===== config.mk =====
export PLATFORM = sky130hd
export DESIGN_NAME = ffgtp_ctrl
export DESIGN_NICKNAME = d
export VERILOG_FILES = /design/src/hdl/ffgtp_pkg.sv /design/src/hdl/ffgtp_ctrl.sv
export SDC_FILE = /design/constraint.sdc
export NUM_CORES = 1
export LEC_CHECK = 0
export BUFFER_PORTS_ARGS = -buffer_cell sky130_fd_sc_hd__buf_2
export CAP_MARGIN = 10
export CORE_AREA = 2 2 39 41
export DETAILED_ROUTE_END_ITERATION = 10
export DIE_AREA = 0 0 41 43
export PLACE_DENSITY = 0.43
export SYNTH_ARGS = -nofsm -noshare
export SYNTH_HDL_FRONTEND = slang
export SYNTH_SLANG_ARGS = --single-unit
export TNS_END_PERCENT = 20

===== constraint.sdc =====
create_clock -name clk -period 2.95 [get_ports clk]
set_clock_uncertainty 0.05 [all_clocks]
set_input_delay 0.295 -clock clk [delete_from_list [all_inputs] [get_ports clk]]
set_output_delay 0.295 -clock clk [all_outputs]
set_load 0.05 [all_outputs]

===== src/hdl/ffgtp_pkg.sv =====
`timescale 1ns / 1ps
// Shared constants, register codes and controller/datapath handshake types for the tile packer.
package ffgtp_pkg;

  // Occupancy grid geometry.
  localparam int GRID_COLUMNS = 20;
  localparam int GRID_ROWS    = 8192;
  localparam int CELL_PIXELS  = 32;   // power of two: cell rounding is a shift

  localparam int CELL_SHIFT = $clog2(CELL_PIXELS);
  localparam int ROW_W      = (GRID_ROWS > 1) ? $clog2(GRID_ROWS) : 1;
  localparam int FILL_W     = $clog2(GRID_ROWS + 1);
  localparam int RUN_W      = $clog2(GRID_ROWS + 1);
  localparam int COL_W      = (GRID_COLUMNS > 1) ? $clog2(GRID_COLUMNS) : 1;

  // Field widths.
  localparam int ID_W     = 16;
  localparam int PIX_W    = 16;
  localparam int SIZE_W   = PIX_W - CELL_SHIFT + 1;
  localparam int POS_X_W  = 10;
  localparam int POS_Y_W  = 18;
  localparam int TILE_W_W = 10;
  localparam int TILE_H_W = 19;
  localparam int SHEET_W  = 19;
  localparam int BOTTOM_W = 20;

  // Sizing rules.
  localparam int QUARTER_MIN   = 128;
  localparam int QUARTER_SHIFT = 2;
  localparam int SHEET_MARGIN  = 64;

  // Fixed ten-column layout.
  localparam int FIXED_COLUMNS = 10;
  localparam int FIXED_TILE_W  = 64;
  localparam int FIXED_TILE_H  = 32;

  // Division of a 16-bit tile number by ten: (n * 52429) >> 19 is exact.
  localparam int DIV10_MULT   = 52429;
  localparam int DIV10_MULT_W = 17;
  localparam int DIV10_SHIFT  = 19;

  // Configuration port.
  localparam int CFG_INDEX_W = 1;
  localparam int CFG_DATA_W  = 1;

  typedef enum logic [CFG_INDEX_W-1:0] {
    CFG_LAYOUT_MODE,
    CFG_QUARTER_WIDE
  } cfg_reg_t;

  // Commands from the controller to the datapath.
  typedef struct packed {
    logic load;
    logic scan_step;
    logic mark_step;
    logic finish;
  } ffgtp_cmd_t;

  // Status from the datapath to the controller.
  typedef struct packed {
    logic fixed_mode;
    logic zero_size;
    logic too_big;
    logic found;
    logic miss;
    logic mark_done;
    logic out_free;
  } ffgtp_sts_t;

endpackage


===== src/hdl/ffgtp_ctrl.sv =====
`timescale 1ns / 1ps
// Controller state machine of the tile packer: sequences load, scan, mark and result hand-off.
module ffgtp_ctrl import ffgtp_pkg::*; (
  input  logic       clk,
  input  logic       rst,
  input  logic       in_valid,
  output logic       in_stall,
  input  ffgtp_sts_t sts,
  output ffgtp_cmd_t cmd
);

  typedef enum logic [2:0] {
    S_IDLE,
    S_DECIDE,
    S_SCAN,
    S_MARK,
    S_FINISH
  } state_t;

  state_t state;
  state_t state_next;

  always_comb begin
    state_next    = state;
    cmd           = '0;
    in_stall      = rst || (state != S_IDLE);
    case (state)
      S_IDLE: begin
        if (in_valid) begin
          cmd.load   = 1'b1;
          state_next = S_DECIDE;
        end
      end
      S_DECIDE: begin
        if (sts.fixed_mode || sts.zero_size || sts.too_big) begin
          state_next = S_FINISH;
        end else begin
          state_next = S_SCAN;
        end
      end
      S_SCAN: begin
        cmd.scan_step = 1'b1;
        if (sts.found) begin
          state_next = S_MARK;
        end else if (sts.miss) begin
          state_next = S_FINISH;
        end
      end
      S_MARK: begin
        cmd.mark_step = 1'b1;
        if (sts.mark_done) begin
          state_next = S_FINISH;
        end
      end
      S_FINISH: begin
        if (sts.out_free) begin
          cmd.finish = 1'b1;
          state_next = S_IDLE;
        end
      end
      default: begin
        state_next = S_IDLE;
      end
    endcase
  end

  always_ff @(posedge clk) begin
    if (rst) begin
      state <= S_IDLE;
    end else begin
      state <= state_next;
    end
  end

  // Marking starts only after the scan has produced a window.
  a_mark_after_hit: assert property (@(posedge clk) disable iff (rst)
    (state == S_MARK && $past(state) == S_SCAN) |-> $past(sts.found))
    else $error("marking started without a window");

endmodule


# After elaboration in Yosys (flattened, before gate mapping)
# Index checks and enable logic that the tools add are counted.
# word_totals
out_inout_bits,5
ff_bits,3
elab_cells,28
in_bits,10
# classes
eq_ne,8
n_reduce_logical,6
muxes,13
# op_table
op,count
two-way mux 3 bit,6
one-hot mux 3 bit (5 select lines),1
"equality test 3 x 2 -> 1 bit, second input constant",2
two-way mux 1 bit,6
"inequality test 2 bit, second input constant",3
AND reduction 4 bit,1
"equality test 3 x 1 -> 1 bit, second input constant",1
"equality test 3 bit, second input constant",1
zero test 3 bit,1
logical OR 1 bit,3
"inequality test 3 bit, second input constant",1
nonzero test 3 bit,1

# Depth between registers and ports, before layout
# Gate-level depths: netlist of run 1.
# logic_depth
word_depth,4
mapped_depth,4

# Worst setup path before layout of run 1
# Ideal clock, no wire load.
# synth_path
path_kind,register -> output
startpoint,reg state[2]
endpoint,out cmd[3] (netlist bit)
required_ns,2.605
n_path_buf,0
stages_incl_launch_ff,3
arrival_ns,1.564
slack_ns,1.041
path_cell_list,dfxtp_1 > nand2b_1 > nor3_1
# synth_lines
element,line_no,rtl
from (decl),ffgtp_ctrl.sv:20,state_t state;
from (signal assigned),ffgtp_ctrl.sv:71,state <= state_next;
to (decl),ffgtp_ctrl.sv:9,output ffgtp_cmd_t cmd

# Worst setup path in the final report of run 1
# layout_path
startpoint,reg state[0]
endpoint,out in_stall
# layout_via
elab_chain_len,2
# layout_lines
element,line_no,rtl
nonzero test 3 bit,ffgtp_ctrl.sv:26,in_stall = rst || (state != S_IDLE);
logical OR 1 bit,ffgtp_ctrl.sv:26,
to (decl),ffgtp_ctrl.sv:7,"output logic in_stall,"
# No other way between the ends.

==> impl_metrics.ini, run 1 <==
[run_status]
status = finished, final reports clean

[global_route]
grt_start_max_net_pins = 14
track_usage = 0.0802
antenna_found_initial = 0
grt_pass1_vias = 270
overflow = 0
grt_pass1_wl_um = 952

[cts]
htree_levels = 1
cts_buffers = 3
cts-root-buf = clkbuf_4
clock_path_buffers = 2
clk_latency_ps = 240
cts_sinks = 3
clkSlewWorstSetupHoldPaths_ps = 40
cts_tree = yes
cts-hold-fix-buffers = 0
cts_setup_buffers = 0
ctsResizeCount = 0

[floorplan]
ios = 15
num_rows = 14
fp.dieW_um = 41
die_h_um = 43
start_util = 0.187
fp.coreArea_sq_um = 1380
dieArea_sq_um = 1760

[sta]
finalSetupTns_ps = 0
setup_violations = 0
hold_viol_final = 0
whs_ps = 282
tightest_slew_ps = 438
fin_crit_sh = 0.584
max_freq_mhz = 580
setup_slack_ps = 1230
slew_headroom = 0.700
period_needed_ps = 1720
rsz0062_at_grt = no
finalMaxSlewViolations = 0

[detailed_routing]
drt_pass1_iterations = 4
drtIter0Drc = 4
routed_via_density = 4.68
postRouteAntennaNets = 0
routedWlPerCell_um = 10.3
drt-total-wl_um = 647
drc = 0
vias = 295

[finish]
multi_input_area_sq_um = 180
finalInstanceArea_sq_um = 360
fill_cells = 162
top_register = state
drive_gt1_frac = 0.426
nNetsFinal = 58
largest_reg_flops = 3
layout.area.seq_sq_um = 60.1
num_antenna_cells = 0
largestRegisters = state (3)
finalNonFillerCells = 63
area_growth_pct = 39.1

[logic_synthesis]
yosysSeqAreaShare = 0.232
synth_top_area_cell = dfxtp_1
ys.flop_type = dfxtp_1
synth_edf_count = 0
synthTopCellsByCount = dfxtp_1, nor2_1
synth_fp_nets = 41
synth_area_sq_um = 259
ys_warn_count = 0
synthCells = 31
ys_seq_elements = 3
syn_avg_cell_area_sq_um = 8.35
synth_top_area_share = 0.232
yosys.cell_types.count = 22
async_flop_share = 0
synth_area_leaders = dfxtp_1, a211oi_1, buf_4

[critical_path]
path_max_fanout = 13
cp.arrival_ps = 1380
worstSetupPathType = flip-flop to output pin
crit_family = simple AND/OR/NAND/NOR gates
worst_setup_path_start_kind = flip-flop
path_cells = or4_1 -> buf_2
slowest_delay_ps = 490
cp_slowest_cell = or4_1
cp.buffers_inverters = 1
required_ps = 2610
endpoint_kind = output pin

[job]
cap_violations = 0

[placed_design]
place_area_sq_um = 334
pre_cts_ws_ps = 1480
hpwlAfterDp_um = 487
portBuffers = 14
dp.cells = 59
globalplace.congestion = 0.665

[min_path]
hp-class = input port to flip-flop

[power]
power_density_nw_per_um2 = 485
leakage_nw = 0.159
ir_drop_v = 0.000143
power breakdown:
| part | leakage, nW | switching [mW] | internal, mW |
|---|---|---|---|
| Clock | 0.0150 | 0.0232 | 0.0508 |
| Sequential | 0.0245 | 0.00893 | 0.0440 |
| Combinational | 0.119 | 0.0293 | 0.0184 |
routing by layer:
metal | GRT usage | wire (um) | vias up
met2 | 0.113 | 264 | 12
li1 | - | - | 155
met4 | 0.0800 | 13 | 0
met3 | 0.0157 | 51 | 2
met1 | 0.0929 | 318 | 126
met5 | 0 | 0 | -
cell families (layout without fill, tap and decap cells):
group | after synthesis | in the layout | synth area share
buffers and inverters | 3 | 19 | 0.0724
AOI/OAI and AO/OA | 9 | 9 | 0.271
DFF | 3 | 3 | 0.232
and+or+nand+nor | 16 | 16 | 0.425
metrics by stage:
| step | utilization | power [mW] |
|---|---|---|
| finish | 0.260 | 0.175 |
| CTS | 0.260 | 0.178 |
| global placement | 0.241 | 0.102 |
| detailed placement | 0.241 | 0.101 |
| global route | 0.260 | 0.185 |
| floorplan | - | 0.0884 |
layout make-up:
cell class,count,area share
flip-flops and latches,3,0.167
multi-input cells,25,0.500
clock buffers,4,0.0729
inverters,1,0.0104
well taps,16,0.0556
repair buffers,14,0.194
placed cells by master (no fill, tap or decap), drive strengths merged:
| master | synthesis | layout |
|---|---|---|
| a31oi | 1 | 1 |
| a211o | 1 | 1 |
| and4bb | 1 | 1 |
| nand2b | 3 | 3 |
| a21o | 1 | 1 |
| inv | 1 | 1 |
| nor3 | 2 | 2 |
| a21oi | 1 | 1 |
| a211oi | 2 | 2 |
| o211a | 1 | 1 |
| a2111oi | 1 | 1 |
| or2b | 1 | 1 |
| clkbuf | 0 | 4 |
| buf | 2 | 14 |
| nor4 | 2 | 2 |
| or4 | 2 | 2 |
| nand3b | 1 | 1 |
| nor2 | 3 | 3 |
| a31o | 1 | 1 |
| dfxtp | 3 | 3 |
| nand2 | 1 | 1 |
worst paths after layout:
check | depth (start not counted) | slack (ps) | start | endpoint
worst max register to register | 3 | 1540 | state[1] | state[2]
worst min-delay path | 3 | 280 | rst | state[1]
worst max-delay path | 2 | 1230 | state[0] | in_stall
worst min register to register | 2 | 650 | state[0] | state[1]
worst min-delay path: stages:
cell	delay [ps]
buf_2	110
a21o_1	90
a31oi_1	30
No activity file was read; power rests on OpenSTA's default activity.
==> inputs of run 2 (changes only) <==
- clock period: 2.95 -> 1.6 ns (I/O delays scaled with it)
==> impl_metrics.ini, run 2 (synthesis results as in run 1) <==
[detailed_routing]
drt_pass1_iterations = 3
drtIter0Drc = 4
routed_via_density = 4.56
routedWlPerCell_um = 9.86
drc = 0
postRouteAntennaNets = 0
vias = 301
drt-total-wl_um = 651

[global_route]
track_usage = 0.0933
overflow = 0
grt_pass1_wl_um = 1120
grt_start_max_net_pins = 11
grt_pass1_vias = 296
antenna_found_initial = 0

[finish]
drive_gt1_frac = 0.480
area_growth_pct = 49.8
multi_input_area_sq_um = 185
largestRegisters = state (3)
final_cell_mix = buf_2, nor2_1, clkbuf_4, buf_4, dfxtp_1
finalNonFillerCells = 66
top_register = state
final_common_cell = buf_2
largest_reg_flops = 3
nNetsFinal = 61
fill_cells = 155
num_antenna_cells = 0
layout.area.seq_sq_um = 60.1

[cts]
cts_tree = yes
htree_levels = 1
cts_buffers = 3
clk_latency_ps = 230
cts-hold-fix-buffers = 0
cts_setup_buffers = 0
cts-root-buf = clkbuf_4
clkSlewWorstSetupHoldPaths_ps = 40
ctsResizeCount = 0
clock_path_buffers = 2
cts_sinks = 3

[sta]
slew_headroom = 0.729
fin_crit_sh = 0.978
finalMaxSlewViolations = 0
rsz0062_at_grt = no
finalSetupTns_ps = 0
period_needed_ps = 1560
tightest_slew_ps = 396
whs_ps = 164
hold_viol_final = 0
max_freq_mhz = 639
setup_violations = 0

[power]
leakage_nw = 0.176
power_density_nw_per_um2 = 854
ir_drop_v = 0.000373

[placed_design]
hpwlAfterDp_um = 514
portBuffers = 14
globalplace.congestion = 0.692
dp.cells = 62

[critical_path]
reg2reg_from = state[2]
worst_setup_path_start_kind = flip-flop
timing.rr.end = state[2]
crit_start = state[2]
required_ps = 1390
reg2reg_slack_ps = 250
path_max_fanout = 9
rr_worst_depth = 3
endpoint_kind = output pin
worstSetupPathType = flip-flop to output pin
cp.arrival_ps = 1350

[floorplan]
dieArea_sq_um = 1760
fp.dieW_um = 41
fp.coreArea_sq_um = 1380
ios = 15
die_h_um = 43
num_rows = 14
start_util = 0.187

[min_path]
min_path_cells = 3
worstHoldStart = rst
hp-class = input port to flip-flop
min_to = state[1]

[run_status]
status = finished, final reports clean

[job]
cap_violations = 0
run 2: cell count changes in the layout (fill, tap and decap cells not counted):
cell and change:
buf_4 +3, nor3_2 +1, nor3_1 -1
run 2: report_power, final:
group | switching (mW) | leakage (nW) | total (mW) | internal (mW)
clock network | 0.0391 | 0.0150 | 0.133 | 0.0934
logic | 0.0586 | 0.137 | 0.103 | 0.0440
registers | 0.0150 | 0.0245 | 0.0962 | 0.0813
run 2: routing by layer:
metal	up-vias	global-route usage	wire length [um]
li1	160	-	-
met1	132	0.115	287
met2	7	0.131	313
met3	2	0.0157	36
met4	0	0.0800	14
met5	-	0	0
run 2: layout make-up:
type,instances,share of cell area
Tap cell,16,0.0516
Clock buffer,4,0.0677
Inverter,1,0.00968
Timing Repair Buffer,17,0.239
Sequential cell,3,0.155
Multi-Input combinational cell,25,0.477
run 2: worst max-delay path, stage by stage (launching register included):
cell	delay, ps
dfxtp_1	370
or4_1	530
buf_2	220
run 2: through the flow:
stage,power [mW],utilization,worst slack (ps),instance area (sq um)
detailed placement,0.200,0.261,258,362
global route,0.354,0.280,2.00,388
CTS,0.340,0.280,34.6,388
finish,0.331,0.280,35.0,388
global placement,0.200,0.261,247,362
floorplan,0.165,-,-164,264
run 2: how the worst max path moves through the flow:
stage / slack (ps) / depth (start not counted) / to
after floorplan: -160 / 2 / cmd[0]
after global placement: 250 / 3 / state[2]
after detailed placement: 260 / 3 / state[2]
after CTS: 30 / 2 / in_stall
after global routing: 2 / 2 / in_stall
final: 40 / 2 / in_stall
